**src/wle_pkg.sv**
```systemverilog
package wle_pkg;

  localparam int MAX_TARGET = 62;
  localparam int LEN_W      = $clog2(MAX_TARGET + 1);
  localparam int ADDR_W     = (MAX_TARGET > 1) ? $clog2(MAX_TARGET) : 1;
  localparam int KPOS_W     = 4;

  localparam logic [KPOS_W-1:0] KW_EN_LAST = KPOS_W'(7);   // "REDIRECT" has 8 letters
  localparam logic [KPOS_W-1:0] KW_NL_LAST = KPOS_W'(13);  // "DOORVERWIJZING" has 14

  localparam logic [7:0] CH_NUL   = 8'h00;
  localparam logic [7:0] CH_NL    = 8'h0A;
  localparam logic [7:0] CH_SPACE = 8'h20;
  localparam logic [7:0] CH_HASH  = 8'h23;
  localparam logic [7:0] CH_PCT   = 8'h25;
  localparam logic [7:0] CH_COLON = 8'h3A;
  localparam logic [7:0] CH_UP_D  = 8'h44;
  localparam logic [7:0] CH_UP_R  = 8'h52;
  localparam logic [7:0] CH_LBR   = 8'h5B;
  localparam logic [7:0] CH_RBR   = 8'h5D;
  localparam logic [7:0] CH_US    = 8'h5F;
  localparam logic [7:0] CH_LO_L  = 8'h6C;
  localparam logic [7:0] CH_LO_R  = 8'h72;
  localparam logic [7:0] CH_PIPE  = 8'h7C;

  typedef enum logic [2:0] {
    OUT_KIND_R,
    OUT_KIND_L,
    OUT_TARGET,
    OUT_PCT,
    OUT_DECODED,
    OUT_NUL
  } out_sel_e;

  typedef enum logic [1:0] {
    RD_IDX,
    RD_IDX1,
    RD_IDX2
  } rd_sel_e;

  // classification of the incoming word
  typedef struct packed {
    logic doc_start;
    logic lbr;
    logic ends;      // ']' or '|'
    logic hash;
    logic space;
    logic abandon;   // ':', newline or NUL
    logic upper_r;
    logic upper_d;
    logic kw_en_hit;
    logic kw_nl_hit;
  } byte_class_t;

  typedef struct packed {
    logic              clr_target;
    logic              append;
    logic [KPOS_W-1:0] kpos;
    logic              rd_en;
    rd_sel_e           rd_sel;
    logic              idx_clr;
    logic              idx_inc1;
    logic              idx_inc3;
    logic              save_h1;
    logic              out_load;
    out_sel_e          out_sel;
  } dp_cmd_t;

  typedef struct packed {
    byte_class_t cls;
    logic        idx_end;
    logic        pct_ok;
    logic        hex_ok;
    logic        dec_drop;
    logic        out_free;
  } dp_stat_t;

  function automatic logic [7:0] kw_en_char(input logic [KPOS_W-1:0] p);
    logic [7:0] ch;
    unique case (p)
      4'd0:    ch = 8'h52;  // R
      4'd1:    ch = 8'h45;  // E
      4'd2:    ch = 8'h44;  // D
      4'd3:    ch = 8'h49;  // I
      4'd4:    ch = 8'h52;  // R
      4'd5:    ch = 8'h45;  // E
      4'd6:    ch = 8'h43;  // C
      4'd7:    ch = 8'h54;  // T
      default: ch = 8'h00;
    endcase
    return ch;
  endfunction

  function automatic logic [7:0] kw_nl_char(input logic [KPOS_W-1:0] p);
    logic [7:0] ch;
    unique case (p)
      4'd0:    ch = 8'h44;  // D
      4'd1:    ch = 8'h4F;  // O
      4'd2:    ch = 8'h4F;  // O
      4'd3:    ch = 8'h52;  // R
      4'd4:    ch = 8'h56;  // V
      4'd5:    ch = 8'h45;  // E
      4'd6:    ch = 8'h52;  // R
      4'd7:    ch = 8'h57;  // W
      4'd8:    ch = 8'h49;  // I
      4'd9:    ch = 8'h4A;  // J
      4'd10:   ch = 8'h5A;  // Z
      4'd11:   ch = 8'h49;  // I
      4'd12:   ch = 8'h4E;  // N
      4'd13:   ch = 8'h47;  // G
      default: ch = 8'h00;
    endcase
    return ch;
  endfunction

  // {is_hex, nibble}
  function automatic logic [4:0] hex_val(input logic [7:0] c);
    logic [4:0] v;
    if (c >= 8'h30 && c <= 8'h39) begin
      v = {1'b1, 4'(c - 8'h30)};
    end else if (c >= 8'h41 && c <= 8'h46) begin
      v = {1'b1, 4'(c - 8'h37)};
    end else if (c >= 8'h61 && c <= 8'h66) begin
      v = {1'b1, 4'(c - 8'h57)};
    end else begin
      v = 5'd0;
    end
    return v;
  endfunction

endpackage

```
**src/wle_dp.sv**
```systemverilog
module wle_dp import wle_pkg::*; (
  input  logic       clk_i,
  input  logic       rst_ni,
  input  logic [7:0] text_byte_i,
  input  logic       doc_start_i,
  input  dp_cmd_t    cmd_i,
  output dp_stat_t   stat_o,
  output logic       out_valid_o,
  input  logic       out_ready_i,
  output logic [7:0] out_byte_o,
  output logic       last_o,
  output logic       truncated_o
);

  logic [7:0]        mem [MAX_TARGET];
  logic [7:0]        rdata_q;
  logic [LEN_W-1:0]  len_q, trim_q, idx_q;
  logic              ovf_q;
  logic [4:0]        h1_q;
  logic              out_valid_q, out_last_q, out_trunc_q;
  logic [7:0]        out_byte_q;

  logic [LEN_W:0]    idx_ext;
  logic [ADDR_W-1:0] rd_addr;
  logic [4:0]        h2;
  logic [7:0]        decoded;
  logic [7:0]        out_byte_d;

  assign idx_ext = {1'b0, idx_q};
  assign h2      = hex_val(rdata_q);
  assign decoded = {h1_q[3:0], h2[3:0]};

  always_comb begin
    unique case (cmd_i.rd_sel)
      RD_IDX1: rd_addr = ADDR_W'(idx_ext + (LEN_W+1)'(1));
      RD_IDX2: rd_addr = ADDR_W'(idx_ext + (LEN_W+1)'(2));
      default: rd_addr = ADDR_W'(idx_ext);
    endcase
  end

  // byte classes for the parser, plus status for the record emitter
  always_comb begin
    stat_o.cls.doc_start = doc_start_i;
    stat_o.cls.lbr       = (text_byte_i == CH_LBR);
    stat_o.cls.ends      = (text_byte_i == CH_RBR) || (text_byte_i == CH_PIPE);
    stat_o.cls.hash      = (text_byte_i == CH_HASH);
    stat_o.cls.space     = (text_byte_i == CH_SPACE);
    stat_o.cls.abandon   = (text_byte_i == CH_COLON) || (text_byte_i == CH_NL) ||
                           (text_byte_i == CH_NUL);
    stat_o.cls.upper_r   = (text_byte_i == CH_UP_R);
    stat_o.cls.upper_d   = (text_byte_i == CH_UP_D);
    stat_o.cls.kw_en_hit = (text_byte_i == kw_en_char(cmd_i.kpos));
    stat_o.cls.kw_nl_hit = (text_byte_i == kw_nl_char(cmd_i.kpos));
    stat_o.idx_end       = (idx_q >= trim_q);
    stat_o.pct_ok        = (rdata_q == CH_PCT) &&
                           ((idx_ext + (LEN_W+1)'(2)) < {1'b0, trim_q});
    stat_o.hex_ok        = h1_q[4] && h2[4];
    stat_o.dec_drop      = (decoded == CH_NUL) || (decoded == CH_NL);
    stat_o.out_free      = !out_valid_q || out_ready_i;
  end

  always_comb begin
    unique case (cmd_i.out_sel)
      OUT_KIND_R:  out_byte_d = CH_LO_R;
      OUT_KIND_L:  out_byte_d = CH_LO_L;
      OUT_TARGET:  out_byte_d = (rdata_q == CH_US) ? CH_SPACE : rdata_q;
      OUT_PCT:     out_byte_d = CH_PCT;
      OUT_DECODED: out_byte_d = decoded;
      default:     out_byte_d = CH_NUL;
    endcase
  end

  // target buffer: one write port, registered read
  always_ff @(posedge clk_i) begin
    if (cmd_i.append && !cmd_i.clr_target && (len_q < LEN_W'(MAX_TARGET))) begin
      mem[ADDR_W'(len_q)] <= text_byte_i;
    end
    if (cmd_i.rd_en) begin
      rdata_q <= mem[rd_addr];
    end
  end

  always_ff @(posedge clk_i or negedge rst_ni) begin
    if (!rst_ni) begin
      len_q  <= '0;
      trim_q <= '0;
      ovf_q  <= 1'b0;
    end else if (cmd_i.clr_target) begin
      len_q  <= '0;
      trim_q <= '0;
      ovf_q  <= 1'b0;
    end else if (cmd_i.append) begin
      if (len_q < LEN_W'(MAX_TARGET)) begin
        len_q <= len_q + LEN_W'(1);
        // trimmed length follows the last non-space byte kept
        if (text_byte_i != CH_SPACE) begin
          trim_q <= len_q + LEN_W'(1);
        end
      end else begin
        ovf_q <= 1'b1;
      end
    end
  end

  always_ff @(posedge clk_i or negedge rst_ni) begin
    if (!rst_ni) begin
      idx_q <= '0;
    end else if (cmd_i.idx_clr) begin
      idx_q <= '0;
    end else if (cmd_i.idx_inc3) begin
      idx_q <= idx_q + LEN_W'(3);
    end else if (cmd_i.idx_inc1) begin
      idx_q <= idx_q + LEN_W'(1);
    end
  end

  always_ff @(posedge clk_i) begin
    if (cmd_i.save_h1) begin
      h1_q <= hex_val(rdata_q);
    end
    if (cmd_i.out_load) begin
      out_byte_q  <= out_byte_d;
      out_last_q  <= (cmd_i.out_sel == OUT_NUL);
      out_trunc_q <= ovf_q;
    end
  end

  always_ff @(posedge clk_i or negedge rst_ni) begin
    if (!rst_ni) begin
      out_valid_q <= 1'b0;
    end else if (cmd_i.out_load) begin
      out_valid_q <= 1'b1;
    end else if (out_ready_i) begin
      out_valid_q <= 1'b0;
    end
  end

  assign out_valid_o = out_valid_q;
  assign out_byte_o  = out_byte_q;
  assign last_o      = out_last_q;
  assign truncated_o = out_trunc_q;

endmodule

```
**src/wle_ctrl.sv**
```systemverilog
module wle_ctrl import wle_pkg::*; (
  input  logic     clk_i,
  input  logic     rst_ni,
  input  logic     in_valid_i,
  output logic     in_ready_o,
  input  dp_stat_t stat_i,
  output dp_cmd_t  cmd_o
);

  typedef enum logic [2:0] {
    S_PARSE,
    S_KIND,
    S_RD,
    S_CHK,
    S_H1,
    S_H2,
    S_NUL
  } state_e;

  typedef enum logic [2:0] {
    M_TEXT,
    M_HASH,
    M_KW_EN,
    M_KW_NL,
    M_REDIR,
    M_OPEN1,
    M_START,
    M_LINK
  } mode_e;

  state_e            state_q, state_d;
  mode_e             mode_q, mode_d;
  logic              redir_q, redir_d;
  logic              kind_r_q, kind_r_d;
  logic [KPOS_W-1:0] kpos_q, kpos_d;

  byte_class_t cls;
  assign cls        = stat_i.cls;
  assign in_ready_o = (state_q == S_PARSE);

  always_comb begin
    mode_e m;
    logic  r;
    logic  rescan;

    state_d  = state_q;
    mode_d   = mode_q;
    redir_d  = redir_q;
    kind_r_d = kind_r_q;
    kpos_d   = kpos_q;
    m        = mode_q;
    r        = redir_q;
    rescan   = 1'b0;

    cmd_o            = '0;
    cmd_o.kpos       = kpos_q;
    cmd_o.rd_sel     = RD_IDX;
    cmd_o.out_sel    = OUT_NUL;

    unique case (state_q)
      S_PARSE: begin
        if (in_valid_i) begin
          if (cls.doc_start) begin
            m                = M_TEXT;
            r                = 1'b0;
            kpos_d           = '0;
            cmd_o.clr_target = 1'b1;
          end
          mode_d = m;
          unique case (m)
            M_TEXT, M_REDIR: begin
              if (m == M_REDIR && !cls.space && !cls.lbr) begin
                r = 1'b0;
              end
              if (cls.lbr) begin
                mode_d = M_OPEN1;
              end else if (cls.hash) begin
                mode_d = M_HASH;
              end else if (m == M_REDIR && cls.space) begin
                mode_d = M_REDIR;
              end else begin
                mode_d = M_TEXT;
              end
            end
            M_HASH: begin
              if (cls.upper_r) begin
                mode_d = M_KW_EN;
                kpos_d = KPOS_W'(1);
              end else if (cls.upper_d) begin
                mode_d = M_KW_NL;
                kpos_d = KPOS_W'(1);
              end else begin
                rescan = 1'b1;
              end
            end
            M_KW_EN, M_KW_NL: begin
              if ((m == M_KW_EN) ? cls.kw_en_hit : cls.kw_nl_hit) begin
                kpos_d = kpos_q + KPOS_W'(1);
                if (kpos_q == ((m == M_KW_EN) ? KW_EN_LAST : KW_NL_LAST)) begin
                  r      = 1'b1;
                  mode_d = M_REDIR;
                end
              end else begin
                rescan = 1'b1;
              end
            end
            M_OPEN1: begin
              if (!cls.lbr) begin
                r      = 1'b0;
                rescan = 1'b1;
              end else begin
                mode_d           = M_START;
                cmd_o.clr_target = 1'b1;
              end
            end
            default: begin  // M_START, M_LINK
              if (m == M_START && cls.hash) begin
                r      = 1'b0;
                mode_d = M_TEXT;
              end else if (m == M_START && (cls.space || cls.lbr)) begin
                mode_d = M_START;
              end else if (cls.ends || cls.hash) begin
                kind_r_d = r;
                r        = 1'b0;
                mode_d   = M_TEXT;
                state_d  = S_KIND;
              end else if (cls.abandon) begin
                mode_d = M_TEXT;
              end else begin
                cmd_o.append = 1'b1;
                mode_d       = M_LINK;
              end
            end
          endcase
          // failed match: look at the same word again as plain text
          if (rescan) begin
            if (cls.lbr) begin
              mode_d = M_OPEN1;
            end else if (cls.hash) begin
              mode_d = M_HASH;
            end else begin
              mode_d = M_TEXT;
            end
          end
          redir_d = r;
        end
      end
      S_KIND: begin
        if (stat_i.out_free) begin
          cmd_o.out_load = 1'b1;
          cmd_o.out_sel  = kind_r_q ? OUT_KIND_R : OUT_KIND_L;
          cmd_o.idx_clr  = 1'b1;
          state_d        = S_RD;
        end
      end
      S_RD: begin
        if (stat_i.idx_end) begin
          state_d = S_NUL;
        end else begin
          cmd_o.rd_en  = 1'b1;
          cmd_o.rd_sel = RD_IDX;
          state_d      = S_CHK;
        end
      end
      S_CHK: begin
        if (stat_i.pct_ok) begin
          cmd_o.rd_en  = 1'b1;
          cmd_o.rd_sel = RD_IDX1;
          state_d      = S_H1;
        end else if (stat_i.out_free) begin
          cmd_o.out_load = 1'b1;
          cmd_o.out_sel  = OUT_TARGET;
          cmd_o.idx_inc1 = 1'b1;
          state_d        = S_RD;
        end
      end
      S_H1: begin
        cmd_o.save_h1 = 1'b1;
        cmd_o.rd_en   = 1'b1;
        cmd_o.rd_sel  = RD_IDX2;
        state_d       = S_H2;
      end
      S_H2: begin
        if (stat_i.hex_ok) begin
          if (stat_i.dec_drop) begin
            cmd_o.idx_inc3 = 1'b1;
            state_d        = S_RD;
          end else if (stat_i.out_free) begin
            cmd_o.out_load = 1'b1;
            cmd_o.out_sel  = OUT_DECODED;
            cmd_o.idx_inc3 = 1'b1;
            state_d        = S_RD;
          end
        end else if (stat_i.out_free) begin
          cmd_o.out_load = 1'b1;
          cmd_o.out_sel  = OUT_PCT;
          cmd_o.idx_inc1 = 1'b1;
          state_d        = S_RD;
        end
      end
      default: begin  // S_NUL
        if (stat_i.out_free) begin
          cmd_o.out_load = 1'b1;
          cmd_o.out_sel  = OUT_NUL;
          state_d        = S_PARSE;
        end
      end
    endcase
  end

  always_ff @(posedge clk_i or negedge rst_ni) begin
    if (!rst_ni) begin
      state_q  <= S_PARSE;
      mode_q   <= M_TEXT;
      redir_q  <= 1'b0;
      kind_r_q <= 1'b0;
      kpos_q   <= '0;
    end else begin
      state_q  <= state_d;
      mode_q   <= mode_d;
      redir_q  <= redir_d;
      kind_r_q <= kind_r_d;
      kpos_q   <= kpos_d;
    end
  end

endmodule

```
**src/wiki_link_extractor.sv**
```systemverilog
// Wiki link extractor. Markup text enters one word per cycle while the block
// is scanning. When a [[target]] link closes, input stalls while the record
// goes out: the kind letter ('r' redirect, 'l' link), each kept target byte
// (registered read of the 62-entry target buffer, then present), each %XX
// escape, and the NUL terminator that carries last. Trailing spaces are
// trimmed as the target is stored, so no backward scan is needed. truncated
// is set on every word of a record whose target ran past 62 bytes. A waiting
// output word does not block the next input word once the terminator has
// been loaded.
module wiki_link_extractor import wle_pkg::*; (
  input  logic       clk_i,
  input  logic       rst_ni,
  input  logic       in_valid_i,
  output logic       in_ready_o,
  input  logic [7:0] text_byte_i,
  input  logic       doc_start_i,
  output logic       out_valid_o,
  input  logic       out_ready_i,
  output logic [7:0] out_byte_o,
  output logic       last_o,
  output logic       truncated_o
);

  dp_cmd_t  cmd;
  dp_stat_t stat;

  wle_ctrl u_ctrl (
    .clk_i      (clk_i),
    .rst_ni     (rst_ni),
    .in_valid_i (in_valid_i),
    .in_ready_o (in_ready_o),
    .stat_i     (stat),
    .cmd_o      (cmd)
  );

  wle_dp u_dp (
    .clk_i       (clk_i),
    .rst_ni      (rst_ni),
    .text_byte_i (text_byte_i),
    .doc_start_i (doc_start_i),
    .cmd_i       (cmd),
    .stat_o      (stat),
    .out_valid_o (out_valid_o),
    .out_ready_i (out_ready_i),
    .out_byte_o  (out_byte_o),
    .last_o      (last_o),
    .truncated_o (truncated_o)
  );

endmodule

```
**config.mk**
```make
export PLATFORM = sky130hd
export DESIGN_NAME = wiki_link_extractor
export DESIGN_NICKNAME = d
export VERILOG_FILES = /design/src/wle_pkg.sv /design/src/wle_dp.sv /design/src/wle_ctrl.sv /design/src/wiki_link_extractor.sv
export SDC_FILE = /design/constraint.sdc
export NUM_CORES = 1
export LEC_CHECK = 0
export BUFFER_PORTS_ARGS = -buffer_cell sky130_fd_sc_hd__buf_4
export CAP_MARGIN = 40
export CORE_MARGIN = 2
export CORE_UTILIZATION = 43
export DETAILED_ROUTE_END_ITERATION = 8
export GPL_ROUTABILITY_DRIVEN = 0
export SYNTH_ARGS = -nofsm -noshare
export SYNTH_HDL_FRONTEND = slang
export SYNTH_SLANG_ARGS = --single-unit
export TNS_END_PERCENT = 1
```
**constraint.sdc**
```tcl
create_clock -name clk_i -period 8.18 [get_ports clk_i]
set_input_delay 0.409 -clock clk_i [delete_from_list [all_inputs] [get_ports clk_i]]
set_output_delay 0.409 -clock clk_i [all_outputs]
set_load 0.01 [all_outputs]
```
== After elaboration in Yosys (flattened, before gate mapping) ==
Memory sizes are Yosys's and may differ from the RTL's. A register that Yosys moved wholly into a read port is not among the register bits.
Index checks and enable logic that the tools add are counted.

* Bits in writable memories: 496
* Memory bits (read-only): 136
* Memories: 3
* Latch bits: 0
* Flip-flop bits (word level): 47
* Input bits: 13
* Word-level logic and storage cells: 232
* Output and inout bits: 12

{| class="wikitable"
|+ Memories
! name !! words !! width !! rd ports !! clocked after Yosys merged registers in !! write ports !! line !! source
|-
| u_dp.mem || 62 || 8 || 1 || 1 || 1 || wle_dp.sv:15 || <nowiki>logic [7:0] mem [MAX_TARGET];</nowiki>
|-
| (name not given) || 16 || 6 || 1 || 0 || 0 || wle_pkg.sv:96 || <nowiki>unique case (p)</nowiki>
|-
| (name not given) || 8 || 5 || 1 || 0 || 0 || wle_pkg.sv:80 || <nowiki>unique case (p)</nowiki>
|}

* Muxes and demuxes: 110
* $lt $le $gt $ge: 9
* Bitwise operators: 3
* Reductions and logical operators: 44
* Eq/ne operators: 40
* Multiply operators: 0
* Shift-type cells: 0
* $add $sub $neg: 9
* Div/mod/pow operators: 0

{| class="wikitable"
|+ Operators with widths
! kind !! number
|-
| 3-bit 2-to-1 mux || 30
|-
| 6-bit 2-to-1 mux || 10
|-
| 4-bit 2-to-1 mux || 13
|-
| 8-bit by 7-bit equality test with 1-bit output, second input constant || 6
|-
| 1-bit 2-to-1 mux || 40
|-
| 8-bit one-hot mux with 5 select lines || 1
|-
| 8-bit by 6-bit equality test with 1-bit output, second input constant || 4
|-
| 3-bit equality test, second input constant || 7
|-
| 6-bit by 1-bit adder with 6-bit output, second input constant || 3
|-
| 3-bit by 2-bit equality test with 1-bit output, second input constant || 6
|-
| 3-bit one-hot mux with 6 select lines || 1
|-
| 8-bit by 4-bit equality test with 1-bit output, second input constant || 2
|-
| 8-bit equality test || 2
|-
| 8-bit by 7-bit >= comparator with 1-bit output, second input constant || 2
|-
| 8-bit by 7-bit less-or-equal comparator with 1-bit output, second input constant || 2
|-
| 8-bit logical NOT || 2
|-
| 8-bit 2-to-1 mux || 2
|-
| 4-bit one-hot mux with 4 select lines || 1
|-
| 5-bit 2-to-1 mux || 3
|-
| 1-bit logical AND || 12
|-
| 3-bit one-hot mux with 4 select lines || 1
|-
| 6-bit one-hot mux with 2 select lines || 1
|-
| 6-bit AND reduction || 2
|-
| 3-bit by 1-bit equality test with 1-bit output, second input constant || 3
|-
| 34 further kinds || 59
|}

== Depth between registers and ports, before layout ==
Gate-level depths: netlist (run 1).

* Word-level depth: 15
* Gate-level depth with buffers: 24
* Gate-level depth less buffers: 20

== By module ==
From an unflattened synthesis (run 1), not the netlist that was laid out.

* Cells, all modules: 2701
* Area total of the unflattened synthesis: 30982.2 um^2

{| class="wikitable"
|+ Modules (own cells, without submodules)
! module !! area an instance (um^2) !! times used !! seq. area each (um^2) !! cells each
|-
| wle_dp || 29828.6 || 1 || 16085.4 || 2552
|-
| wle_ctrl || 1153.6 || 1 || 300.3 || 149
|}

== Least setup slack after synthesis (run 1) ==
No wires, ideal clock.

* Path kind: flip-flop to flip-flop
* Start: register u_dp.idx_q[1]
* End: register u_dp.rdata_q[0] (read register of u_dp.mem) (data pin)
* Required time: 7.901 ns
* Path slack: 3.617 ns
* Path buffers: 5
* Period minus slack after synthesis: 4.563 ns
* Cell stages (with the launch flop): 24
* Library setup time: 0.279 ns
* Data arrival time: 4.284 ns
* Cells stage by stage: dfrtp_1 -> ha_1 -> clkbuf_1 -> nand3_1 -> xor2_1 -> inv_1 -> ha_1 -> nand2_1 -> nor4b_1 -> nand2_1 -> nor3_1 -> and3_1 -> ha_1 -> buf_2 -> o21ai_0 -> o21a_1 -> clkbuf_1 -> clkbuf_1 -> buf_1 -> a21oi_1 -> o31ai_1 -> nand2_1 -> a211oi_1 -> o41ai_1

* Cells in the longest elaborated chain, start to end: 7
* Elaborated cells between the ends (all ways): 11
* Those cells by class: add/sub (2); order compare (2); eq/ne (2); mux (4); reduce/logical (1)

{| class="wikitable"
|+ Ends and longest elaborated chain
! item !! line !! source
|-
| start, declared || wle_dp.sv:17 || <nowiki>logic [LEN_W-1:0] len_q, trim_q, idx_q;</nowiki>
|-
| start signal, assigned || wle_dp.sv:111 || <nowiki>idx_q <= idx_q + LEN_W'(3);</nowiki>
|-
| start signal, assigned || wle_dp.sv:113 || <nowiki>idx_q <= idx_q + LEN_W'(1);</nowiki>
|-
| 6-bit by 2-bit adder with 7-bit output || wle_dp.sv:36 || <nowiki>RD_IDX2: rd_addr = ADDR_W'(idx_ext + (LEN_W+1)'(2));</nowiki>
|-
| 7-bit by 6-bit < comparator with 1-bit output || wle_dp.sv:56 || <nowiki>((idx_ext + (LEN_W+1)'(2)) < {1'b0, trim_q});</nowiki>
|-
| 1-bit logical AND || wle_dp.sv:55 || <nowiki>stat_o.pct_ok = (rdata_q == CH_PCT) &&</nowiki>
|-
| 3-bit 2-to-1 mux || wle_ctrl.sv:166 || <nowiki>if (stat_i.pct_ok) begin</nowiki>
|-
| 3-bit one-hot mux with 3 select lines || wle_ctrl.sv:60 || <nowiki>unique case (state_q)</nowiki>
|-
| 2-bit equality test / 2-bit by 1-bit equality test with 1-bit output (equally long branches) || wle_dp.sv:34 || <nowiki>unique case (cmd_i.rd_sel)</nowiki>
|-
| 6-bit one-hot mux with 2 select lines || wle_dp.sv:34 ||
|-
| end, declared || wle_dp.sv:16 || <nowiki>logic [7:0] rdata_q;</nowiki>
|}

Several ways; a longest one is shown, not always the timed one.
A chain may end at the register's enable or synchronous reset.

== Worst setup path in the final report (run 1) ==
* Start: register u_dp.idx_q[2]
* End: register u_dp.rdata_q[0] (read register of u_dp.mem) (data pin)

Same word-level chain as after synthesis.

==> results of run 1 <==
==> metrics by stage <==
step	power, mW	hold slack [ps]	utilization (%)
after global placement	5.60	378	45.1
final	8.15	181	48.5
after global routing	8.54	162	48.5
after CTS	8.16	151	48.5
after detailed placement	5.64	388	45.3
after floorplan	4.83	113	-
==> area by class of cell <==
| type | count | share of cell area [%] |
|---|---|---|
| flip-flops and latches | 551 | 60.0 |
| multi-input cells | 1338 | 27.1 |
| clock buffers | 66 | 5.27 |
| well taps | 756 | 3.46 |
| repair buffers | 74 | 2.37 |
| clock inverters | 37 | 1.34 |
| inverters | 35 | 0.481 |
==> worst max-delay path by stage <==
stage	startpoint	to	cells past startpoint
5_1_grt	u_dp.idx_q[2]	u_dp.rdata_q[3]	21
3_3_place_gp	u_dp.idx_q[2]	u_dp.rdata_q[3]	21
3_5_place_dp	u_dp.idx_q[2]	u_dp.rdata_q[0]	19
6_report	u_dp.idx_q[2]	u_dp.rdata_q[0]	19
2_1_floorplan	u_dp.idx_q[1]	u_dp.rdata_q[0]	23
4_1_cts	u_dp.idx_q[2]	u_dp.rdata_q[0]	19
==> placed cells by master (no fill, tap or decap), types with 7 or more instances in the layout <==
| cell | instances |
|---|---|
| sky130_fd_sc_hd__clkinv_1 | 13 |
| sky130_fd_sc_hd__o21ai_0 | 29 |
| sky130_fd_sc_hd__clkbuf_1 | 10 |
| sky130_fd_sc_hd__nand3_1 | 145 |
| sky130_fd_sc_hd__dfrtp_1 | 32 |
| sky130_fd_sc_hd__nor3_1 | 27 |
| sky130_fd_sc_hd__bufinv_16 | 7 |
| sky130_fd_sc_hd__nand2_1 | 488 |
| sky130_fd_sc_hd__mux2i_1 | 35 |
| sky130_fd_sc_hd__nand3b_1 | 8 |
| sky130_fd_sc_hd__o211ai_1 | 13 |
| sky130_fd_sc_hd__nor4_1 | 18 |
| sky130_fd_sc_hd__a211oi_1 | 14 |
| sky130_fd_sc_hd__nand4_1 | 18 |
| sky130_fd_sc_hd__o22ai_1 | 7 |
| sky130_fd_sc_hd__xor2_1 | 7 |
| sky130_fd_sc_hd__buf_4 | 65 |
| sky130_fd_sc_hd__a21o_1 | 7 |
| sky130_fd_sc_hd__a32oi_1 | 32 |
| sky130_fd_sc_hd__o31ai_1 | 11 |
| sky130_fd_sc_hd__and3_1 | 28 |
| sky130_fd_sc_hd__a31oi_1 | 24 |
| sky130_fd_sc_hd__clkinv_2 | 13 |
| sky130_fd_sc_hd__nand2b_1 | 10 |
| sky130_fd_sc_hd__o41ai_1 | 8 |
| sky130_fd_sc_hd__nor2_1 | 130 |
| sky130_fd_sc_hd__edfxtp_1 | 519 |
| sky130_fd_sc_hd__or2_2 | 7 |
| sky130_fd_sc_hd__and4b_1 | 7 |
| sky130_fd_sc_hd__inv_1 | 35 |
| sky130_fd_sc_hd__clkbuf_16 | 56 |
| sky130_fd_sc_hd__or3_1 | 8 |
| sky130_fd_sc_hd__a21oi_1 | 96 |
| sky130_fd_sc_hd__ha_1 | 29 |
| sky130_fd_sc_hd__a311oi_1 | 16 |
| sky130_fd_sc_hd__xnor2_1 | 10 |
| sky130_fd_sc_hd__nor2b_1 | 14 |
==> metal layers <==
layer / track usage [%] / wire [um]
met3: 5.13 / 5900
met1: 31.3 / 27600
met5: 0 / 0
met2: 34.0 / 29500
met4: 6.83 / 1930
==> synthesized netlist by cell type, types with 7 or more instances <==
master,n,area (um^2)
sky130_fd_sc_hd__a211oi_1,14,105
sky130_fd_sc_hd__a21o_1,7,52.6
sky130_fd_sc_hd__a21oi_1,96,480
sky130_fd_sc_hd__a311oi_1,16,140
sky130_fd_sc_hd__a31oi_1,25,156
sky130_fd_sc_hd__a32oi_1,32,280
sky130_fd_sc_hd__and2_1,7,43.8
sky130_fd_sc_hd__and3_1,28,175
sky130_fd_sc_hd__and4b_1,7,70.1
sky130_fd_sc_hd__buf_1,23,86.3
sky130_fd_sc_hd__buf_2,19,95.1
sky130_fd_sc_hd__clkbuf_1,89,334
sky130_fd_sc_hd__dfrtp_1,32,801
sky130_fd_sc_hd__edfxtp_1,519,15600
sky130_fd_sc_hd__ha_1,29,363
sky130_fd_sc_hd__inv_1,35,131
sky130_fd_sc_hd__mux2i_1,35,350
sky130_fd_sc_hd__nand2_1,489,1840
sky130_fd_sc_hd__nand2b_1,10,62.6
sky130_fd_sc_hd__nand3_1,145,726
sky130_fd_sc_hd__nand3b_1,8,60.1
sky130_fd_sc_hd__nand4_1,18,113
sky130_fd_sc_hd__nor2_1,130,488
sky130_fd_sc_hd__nor2b_1,14,87.6
sky130_fd_sc_hd__nor3_1,28,140
sky130_fd_sc_hd__nor4_1,18,113
sky130_fd_sc_hd__o211ai_1,13,97.6
sky130_fd_sc_hd__o21ai_0,29,145
sky130_fd_sc_hd__o22ai_1,7,43.8
sky130_fd_sc_hd__o31ai_1,11,82.6
sky130_fd_sc_hd__o41ai_1,8,70.1
sky130_fd_sc_hd__or2_2,7,43.8
sky130_fd_sc_hd__or3_1,8,50.1
sky130_fd_sc_hd__xnor2_1,10,87.6
sky130_fd_sc_hd__xor2_1,7,61.3
==> power by group <==
group          internal, mW  switching [mW]
Clock                  1.47            1.07
Sequential             3.21           0.142
Combinational         0.726            1.53
Total                  5.41            2.74
==> kinds of logic (layout without fill, tap and decap cells) <==
logic type / count (synthesis) / count (layout) / share of synthesized area [%]
adders and majority gates: 29 / 29 / 1.49
DFF: 551 / 551 / 67.2
muxes: 39 / 39 / 1.67
xor gates and xnor gates: 17 / 17 / 0.611
buffers and inverters: 170 / 212 / 2.76
and+or+nand+nor: 943 / 943 / 17.5
AOI/OAI and AO/OA: 310 / 310 / 8.78
==> timing repair <==
| item | CTS | global route |
|---|---|---|
| hold endpoints to repair | 32 | 0 |
| setup endpoints to repair | 0 | 0 |
| setup buffers | 0 | 0 |
| hold buffers | 1 | 0 |
==> worst max-delay path: stages, from the launching register on <==
cell,delay (ps)
sky130_fd_sc_hd__dfrtp_1,550
sky130_fd_sc_hd__ha_1,390
sky130_fd_sc_hd__nand3_1,140
sky130_fd_sc_hd__xor2_1,270
sky130_fd_sc_hd__inv_1,80
sky130_fd_sc_hd__ha_1,310
sky130_fd_sc_hd__nand2_1,80
sky130_fd_sc_hd__nor4b_1,210
sky130_fd_sc_hd__nand2_1,90
sky130_fd_sc_hd__nor3_1,160
sky130_fd_sc_hd__and3_1,220
sky130_fd_sc_hd__ha_1,340
sky130_fd_sc_hd__o21ai_0,480
sky130_fd_sc_hd__o21a_4,490
sky130_fd_sc_hd__buf_12,360
sky130_fd_sc_hd__a21oi_1,130
sky130_fd_sc_hd__o31ai_1,460
sky130_fd_sc_hd__nand2_1,140
sky130_fd_sc_hd__a211oi_1,500
sky130_fd_sc_hd__o41ai_1,170
==> sequential cells by signal (all words and copies together) (netlist names) <==
name,flops
u_ctrl.kind_r_q,1
u_ctrl.kpos_q,4
u_ctrl.mode_q,3
u_ctrl.redir_q,1
u_ctrl.state_q,3
u_dp.h1_q,5
u_dp.idx_q,6
u_dp.last_o,1
u_dp.len_q,6
u_dp.mem,496
u_dp.out_byte_o,8
u_dp.out_valid_o,1
u_dp.ovf_q,1
u_dp.rdata_q,8
u_dp.trim_q,6
u_dp.truncated_o,1
==> flow_results.xml, run 1 <==
<?xml version="1.0" encoding="UTF-8"?>
<metrics>
  <group name="yosys">
    <metric name="synth_seq_cells" unit="">551</metric>
    <metric name="synth_cell_types" unit="">86</metric>
    <metric name="synth-edff-count" unit="">519</metric>
    <metric name="synth_cells" unit="">2059</metric>
    <metric name="synth.avg_cell_area" unit="um^2">11.8</metric>
    <metric name="synth_warnings" unit="">0</metric>
    <metric name="synth-seq-area-share" unit="%">67.2</metric>
    <metric name="synth.net_count" unit="">2101</metric>
    <metric name="ys_async_sr_fraction" unit="%">5.81</metric>
    <metric name="post_synth_instance_area" unit="um^2">24400</metric>
    <metric name="top_flip_flop_cell_by_instance_count_after_synthesis" unit="">sky130_fd_sc_hd__edfxtp_1</metric>
  </group>
  <group name="sta">
    <metric name="setup-violations-final" unit="">0</metric>
    <metric name="timing_hold_violations_final" unit="">0</metric>
    <metric name="min_period" unit="ps">5920</metric>
    <metric name="max_freq" unit="MHz">169</metric>
    <metric name="setup_ws" unit="ps">2260</metric>
    <metric name="timing.final.max_slew_violations" unit="">0</metric>
    <metric name="maxSlewHeadroom" unit="%">34.3</metric>
    <metric name="transition_at_the_pin_with_the_smallest_max_transition_slack" unit="ps">978</metric>
    <metric name="setup_tns" unit="ps">0</metric>
    <metric name="setup_repair_after_global_routing_missed_its_margin" unit="">false</metric>
    <metric name="final_min_period_over_clock_period" unit="%">72.4</metric>
    <metric name="clock-skew-final" unit="ps">22.4</metric>
  </group>
  <group name="hold_path">
    <metric name="worst_hold_startpoint" unit="">text_byte_i[5]</metric>
    <metric name="hold_path.class" unit="">primary input to flip-flop</metric>
    <metric name="whs_endpoint" unit="">u_dp.mem[38][5]</metric>
    <metric name="holdPathStages" unit="">1</metric>
  </group>
  <group name="floorplan">
    <metric name="boundaryPins" unit="">25</metric>
    <metric name="die_area" unit="um^2">58600</metric>
    <metric name="die_width" unit="um">242</metric>
    <metric name="floorplan.die.height" unit="um">242</metric>
    <metric name="initial_core_util" unit="%">43.3</metric>
    <metric name="floorplan.core_area" unit="um^2">56300</metric>
    <metric name="rows" unit="">87</metric>
  </group>
  <group name="cts">
    <metric name="cts.path.max_buffers" unit="">3</metric>
    <metric name="tritoncts_buffers" unit="">56</metric>
    <metric name="cts_root_buffer" unit="">sky130_fd_sc_hd__clkbuf_16</metric>
    <metric name="htree_levels" unit="">2</metric>
    <metric name="worst_skew_pair.late_latency" unit="ps">610</metric>
    <metric name="clock-sinks" unit="">551</metric>
    <metric name="cts_repair_resize_count" unit="">0</metric>
    <metric name="cts_tree" unit="">built</metric>
    <metric name="clock_transition_at_the_registers_of_the_reported_paths" unit="ps">60</metric>
  </group>
  <group name="worst_setup_path">
    <metric name="end_kind" unit="">flip-flop</metric>
    <metric name="timing.rr.end" unit="">u_dp.rdata_q[0]</metric>
    <metric name="worst_setup_path_class" unit="">flip-flop to flip-flop</metric>
    <metric name="worst-endpoint-required" unit="ps">8500</metric>
    <metric name="setup.worst_path.start_class" unit="">flip-flop</metric>
    <metric name="worstPathArrival" unit="ps">6240</metric>
    <metric name="ff2ff_setup_slack" unit="ps">2260</metric>
    <metric name="cp_max_fo" unit="">68</metric>
    <metric name="r2r_cells" unit="">19</metric>
    <metric name="r2r-start" unit="">u_dp.idx_q[2]</metric>
  </group>
  <group name="drt">
    <metric name="num_vias" unit="">16654</metric>
    <metric name="drt_pre_antenna_iters" unit="">7</metric>
    <metric name="detail_route.wirelength" unit="mm">65.0</metric>
    <metric name="routedWlPerCell" unit="um">22.7</metric>
    <metric name="antenna_viol_nets_final" unit="">0</metric>
    <metric name="drt_first_iter_violations" unit="">1923</metric>
    <metric name="detail_route.drc_violations" unit="">0</metric>
    <metric name="viasPerCell" unit="">5.83</metric>
  </group>
  <group name="grt">
    <metric name="grt_pass1_vias" unit="">16113</metric>
    <metric name="grt_antenna_before_repair" unit="">1</metric>
    <metric name="overflow" unit="">0</metric>
    <metric name="maximum_number_of_pins_on_one_net_before_global_route_repair" unit="">76</metric>
    <metric name="first_pass_grt_wire_length" unit="mm">99.8</metric>
    <metric name="grtUsageTotal" unit="%">22.1</metric>
  </group>
  <group name="place">
    <metric name="dp_hpwl" unit="mm">40.7</metric>
    <metric name="post_dp_cell_area" unit="um^2">25500</metric>
    <metric name="post-place-ws" unit="ps">2280</metric>
    <metric name="port_buffers" unit="">24</metric>
    <metric name="numPlacedInstances" unit="">2753</metric>
  </group>
  <group name="final_layout">
    <metric name="fillerInstances" unit="">4963</metric>
    <metric name="nets" unit="">2098</metric>
    <metric name="final_layout_size_suffix_gt1_share" unit="%">9.00</metric>
    <metric name="synthToLayoutAreaGrowth" unit="%">12.0</metric>
    <metric name="antenna_cells_inserted" unit="">0</metric>
    <metric name="layout.cell_area.non_filler" unit="um^2">27300</metric>
    <metric name="register_area" unit="um^2">16400</metric>
    <metric name="multiInputGateArea" unit="um^2">7400</metric>
    <metric name="count_of_placed_standard_cells_in_the_final_layout_fillers_left_out" unit="">2857</metric>
  </group>
  <group name="outcome">
    <metric name="run_status" unit="">finished clean</metric>
  </group>
  <group name="power">
    <metric name="cellPowerDensity" unit="nW/um^2">298</metric>
    <metric name="p_leak" unit="nW">9.29</metric>
    <metric name="worst_ir_drop_vdd" unit="uV">173</metric>
  </group>
  <group name="job">
    <metric name="maxCapViolations" unit="">0</metric>
  </group>
</metrics>
(Power assumes the default switching activity.)
==> run 2, diff against run 1 <==
ABC_AREA = 1   (was not set)
clock period = 5.2 ns   (was 8.18 ns; I/O delays follow)
==> run 2 against run 1 <==
Non-clock buffer count grew 9. Area after synthesis up 1.2%. Critical endpoint is now u_dp.rdata_q[4]. Worst hold slack got worse by 100 ps. Via count grew 1.7%. Largest cell class unchanged.
==> flow_results.xml, run 2 <==
<?xml version="1.0" encoding="UTF-8"?>
<metrics>
  <group name="worst_setup_path">
    <metric name="cp_max_fo" unit="">62</metric>
    <metric name="worst-path-buf-inv" unit="">5</metric>
    <metric name="worst-endpoint-required" unit="ps">5570</metric>
    <metric name="r2r_cells" unit="">23</metric>
    <metric name="crit_path_cell_trace" unit="">inv_1 &gt; ha_1 &gt; inv_1 &gt; ha_1 &gt; a21oi_1 &gt; o21ai_0 &gt; nand3_1 &gt; nand3b_1 &gt; nand2_1 &gt; nand3_1 &gt; inv_1 &gt; ha_1 &gt; o21ai_1 &gt; nand2_8 &gt; buf_12 &gt; buf_4 &gt; or2_2 &gt; o211ai_1 &gt; o211ai_1 &gt; nand3_1 &gt; nand3_1 &gt; nand3_1 &gt; nand2_1</metric>
    <metric name="timing.critical_path.max_delay_family" unit="">simple AND/OR/NAND/NOR gates</metric>
    <metric name="worstPathArrival" unit="ps">5330</metric>
    <metric name="worstSetupPathDepth" unit="">23</metric>
    <metric name="worst_setup_path_class" unit="">flip-flop to flip-flop</metric>
    <metric name="critical_path.most_common_cell" unit="">sky130_fd_sc_hd__nand3_1</metric>
    <metric name="end_kind" unit="">flip-flop</metric>
    <metric name="crit_path_max_incr_delay" unit="ps">490</metric>
    <metric name="crit_path_top_delay_cell" unit="">sky130_fd_sc_hd__dfrtp_1</metric>
    <metric name="setup.worst_path.start_class" unit="">flip-flop</metric>
  </group>
  <group name="final_layout">
    <metric name="final_layout_size_suffix_gt1_share" unit="%">13.1</metric>
    <metric name="nets" unit="">2208</metric>
    <metric name="count_of_placed_standard_cells_in_the_final_layout_fillers_left_out" unit="">2969</metric>
    <metric name="mostFrequentLayoutCells" unit="">519 x sky130_fd_sc_hd__edfxtp_1, 309 x sky130_fd_sc_hd__nor2_1, 209 x sky130_fd_sc_hd__o21ai_0</metric>
    <metric name="share_of_the_core_filled_with_cells_in_the_final_layout" unit="%">49.0</metric>
    <metric name="layout_commonest_cell" unit="">sky130_fd_sc_hd__edfxtp_1</metric>
    <metric name="layout.cell_area.non_filler" unit="um^2">27700</metric>
    <metric name="synthToLayoutAreaGrowth" unit="%">12.4</metric>
    <metric name="fillerInstances" unit="">5000</metric>
    <metric name="register_ranked_first_by_flip_flop_count" unit="">u_dp.mem</metric>
    <metric name="largest_reg_flops" unit="">496</metric>
    <metric name="antenna_cells_inserted" unit="">0</metric>
    <metric name="multiInputGateArea" unit="um^2">7310</metric>
    <metric name="register_area" unit="um^2">16400</metric>
  </group>
  <group name="place">
    <metric name="dp_hpwl" unit="mm">40.6</metric>
    <metric name="port_buffers" unit="">24</metric>
    <metric name="numPlacedInstances" unit="">2862</metric>
    <metric name="post_dp_cell_area" unit="um^2">25900</metric>
  </group>
  <group name="grt">
    <metric name="overflow" unit="">0</metric>
    <metric name="maximum_number_of_pins_on_one_net_before_global_route_repair" unit="">70</metric>
    <metric name="grt_antenna_before_repair" unit="">1</metric>
    <metric name="first_pass_grt_wire_length" unit="mm">100</metric>
    <metric name="grtUsageTotal" unit="%">22.0</metric>
    <metric name="grt_pass1_vias" unit="">16540</metric>
  </group>
  <group name="sta">
    <metric name="setup_tns" unit="ps">0</metric>
    <metric name="transition_at_the_pin_with_the_smallest_max_transition_slack" unit="ps">938</metric>
    <metric name="setup_repair_after_global_routing_missed_its_margin" unit="">false</metric>
    <metric name="setup-violations-final" unit="">0</metric>
    <metric name="clock-skew-final" unit="ps">25.5</metric>
    <metric name="timing_hold_violations_final" unit="">0</metric>
    <metric name="min_period" unit="ps">4960</metric>
    <metric name="fin_worst_hold_slack" unit="ps">79.9</metric>
    <metric name="max_freq" unit="MHz">202</metric>
    <metric name="maxSlewHeadroom" unit="%">37.3</metric>
    <metric name="timing.final.max_slew_violations" unit="">0</metric>
    <metric name="final_min_period_over_clock_period" unit="%">95.4</metric>
  </group>
  <group name="yosys">
    <metric name="synth_cells" unit="">2138</metric>
    <metric name="ys_async_sr_fraction" unit="%">5.81</metric>
    <metric name="synth_top_cells_by_area" unit="">sky130_fd_sc_hd__edfxtp_1 63%, sky130_fd_sc_hd__nor2_1 4.7%, sky130_fd_sc_hd__o211ai_1 4.3%, sky130_fd_sc_hd__o21ai_0 4.2%, sky130_fd_sc_hd__nand3_1 3.9%</metric>
    <metric name="synth.net_count" unit="">2180</metric>
    <metric name="synth.avg_cell_area" unit="um^2">11.5</metric>
    <metric name="synth_seq_cells" unit="">551</metric>
    <metric name="post_synth_instance_area" unit="um^2">24700</metric>
    <metric name="synth_cell_types" unit="">52</metric>
    <metric name="synth_warnings" unit="">0</metric>
    <metric name="synth-edff-count" unit="">519</metric>
    <metric name="yosys-top-cells-count" unit="">519 x sky130_fd_sc_hd__edfxtp_1, 309 x sky130_fd_sc_hd__nor2_1, 209 x sky130_fd_sc_hd__nand2_1, 209 x sky130_fd_sc_hd__o21ai_0, 191 x sky130_fd_sc_hd__nand3_1</metric>
    <metric name="synth_top_cell_area_share" unit="%">63.1</metric>
    <metric name="synth.largest_area_cell" unit="">sky130_fd_sc_hd__edfxtp_1</metric>
    <metric name="top_flip_flop_cell_by_instance_count_after_synthesis" unit="">sky130_fd_sc_hd__edfxtp_1</metric>
    <metric name="synth.most_common_cell" unit="">sky130_fd_sc_hd__edfxtp_1</metric>
    <metric name="synth-seq-area-share" unit="%">66.4</metric>
  </group>
  <group name="cts">
    <metric name="htree_levels" unit="">2</metric>
    <metric name="clock-sinks" unit="">551</metric>
    <metric name="tritoncts_buffers" unit="">56</metric>
    <metric name="cts_root_buffer" unit="">sky130_fd_sc_hd__clkbuf_16</metric>
    <metric name="post_cts_buffers" unit="">0</metric>
    <metric name="worst_skew_pair.late_latency" unit="ps">630</metric>
    <metric name="cts_tree" unit="">built</metric>
    <metric name="clock_transition_at_the_registers_of_the_reported_paths" unit="ps">60</metric>
    <metric name="cts_repair_resize_count" unit="">0</metric>
    <metric name="cts.path.max_buffers" unit="">3</metric>
  </group>
  <group name="hold_path">
    <metric name="hold_path.class" unit="">primary input to flip-flop</metric>
    <metric name="holdPathStages" unit="">4</metric>
  </group>
  <group name="floorplan">
    <metric name="rows" unit="">87</metric>
    <metric name="die_area" unit="um^2">59300</metric>
    <metric name="floorplan.die.height" unit="um">244</metric>
    <metric name="boundaryPins" unit="">25</metric>
    <metric name="die_width" unit="um">244</metric>
    <metric name="floorplan.core_area" unit="um^2">56600</metric>
    <metric name="initial_core_util" unit="%">43.6</metric>
  </group>
  <group name="power">
    <metric name="cellPowerDensity" unit="nW/um^2">499</metric>
    <metric name="p_leak" unit="nW">9.54</metric>
    <metric name="worst_ir_drop_vdd" unit="uV">280</metric>
  </group>
  <group name="drt">
    <metric name="drt_pre_antenna_iters" unit="">5</metric>
    <metric name="routedWlPerCell" unit="um">22.0</metric>
    <metric name="antenna_viol_nets_final" unit="">0</metric>
    <metric name="detail_route.drc_violations" unit="">0</metric>
    <metric name="detail_route.wirelength" unit="mm">65.4</metric>
    <metric name="viasPerCell" unit="">5.70</metric>
    <metric name="drt_first_iter_violations" unit="">1724</metric>
    <metric name="num_vias" unit="">16934</metric>
  </group>
  <group name="job">
    <metric name="maxCapViolations" unit="">0</metric>
  </group>
  <group name="outcome">
    <metric name="run_status" unit="">finished clean</metric>
  </group>
</metrics>
## run 2: final cells by class
cell class              instances  area share (%)
clock buffers                  65            5.17
multi-input cells            1349            26.3
inverters                     125            1.72
flip-flops and latches        551            59.1
clock inverters                40            1.39
repair buffers                 83            2.90
well taps                     756            3.41
## run 2: final timing paths
| kind | startpoint | to | slack (ps) |
|---|---|---|---|
| max in group asynchronous | rst_ni | u_dp.len_q[1] | 4750 |
| max | u_dp.idx_q[1] | u_dp.rdata_q[4] | 240 |
| min in group asynchronous | rst_ni | u_ctrl.state_q[1] | 130 |
| max reg2reg | u_dp.idx_q[1] | u_dp.rdata_q[4] | 240 |
| min reg2reg | u_ctrl.redir_q | u_ctrl.redir_q | 480 |
| min | doc_start_i | u_ctrl.kind_r_q | 80 |
## run 2: what timing repair did
action                     in CTS  in global routing
hold endpoints to repair       35                  0
setup endpoints to repair       0                  0
hold buffers                    2                  0
## run 2: stage by stage
| step | setup WS [ps] | power (mW) |
|---|---|---|
| finish | 241 | 13.9 |
| global route | 10.9 | 14.6 |
| CTS | 316 | 13.9 |
| detailed placement | 330 | 9.89 |
| global placement | 395 | 9.78 |
| floorplan | 1530 | 8.32 |
## run 2: metal layers
layer | vias to the layer above | track usage, % | wire length [um]
met5 | - | 0 | 0
met1 | 8456 | 31.6 | 29000
li1 | 7822 | - | -
met4 | 0 | 6.38 | 1770
met2 | 555 | 35.3 | 30900
met3 | 101 | 2.76 | 3800
## run 2: worst reg2reg max path, stage by stage (launching register included)
cell and delay, ps:
sky130_fd_sc_hd__dfrtp_1 490, sky130_fd_sc_hd__inv_1 150, sky130_fd_sc_hd__ha_1 340, sky130_fd_sc_hd__inv_1 50
sky130_fd_sc_hd__ha_1 300, sky130_fd_sc_hd__a21oi_1 150, sky130_fd_sc_hd__o21ai_0 110, sky130_fd_sc_hd__nand3_1 80
sky130_fd_sc_hd__nand3b_1 120, sky130_fd_sc_hd__nand2_1 100, sky130_fd_sc_hd__nand3_1 140, sky130_fd_sc_hd__inv_1 130
sky130_fd_sc_hd__ha_1 290, sky130_fd_sc_hd__o21ai_1 360, sky130_fd_sc_hd__nand2_8 260, sky130_fd_sc_hd__buf_12 270
sky130_fd_sc_hd__buf_4 310, sky130_fd_sc_hd__or2_2 290, sky130_fd_sc_hd__o211ai_1 90, sky130_fd_sc_hd__o211ai_1 140
sky130_fd_sc_hd__nand3_1 110, sky130_fd_sc_hd__nand3_1 140, sky130_fd_sc_hd__nand3_1 230, sky130_fd_sc_hd__nand2_1 80
## run 2: where the power goes
part           total [mW]  switching, mW  leakage, nW  internal, mW
Clock                4.03           1.74        0.884          2.28
Combinational        4.48           3.03         3.56          1.45
Sequential           5.35          0.248         5.10          5.10
## run 2: logic make-up (layout without fill, tap and decap cells)
kind of cell	after synthesis	in the layout	share of synthesized area, %
adder cells (fa/ha/maj)	29	29	1.47
AO/OA/AOI/OAI	451	451	11.6
buffers and inverters	238	313	4.11
AND/OR/NAND/NOR	857	857	16.0
flip-flops	551	551	66.4
XOR/XNOR	12	12	0.426
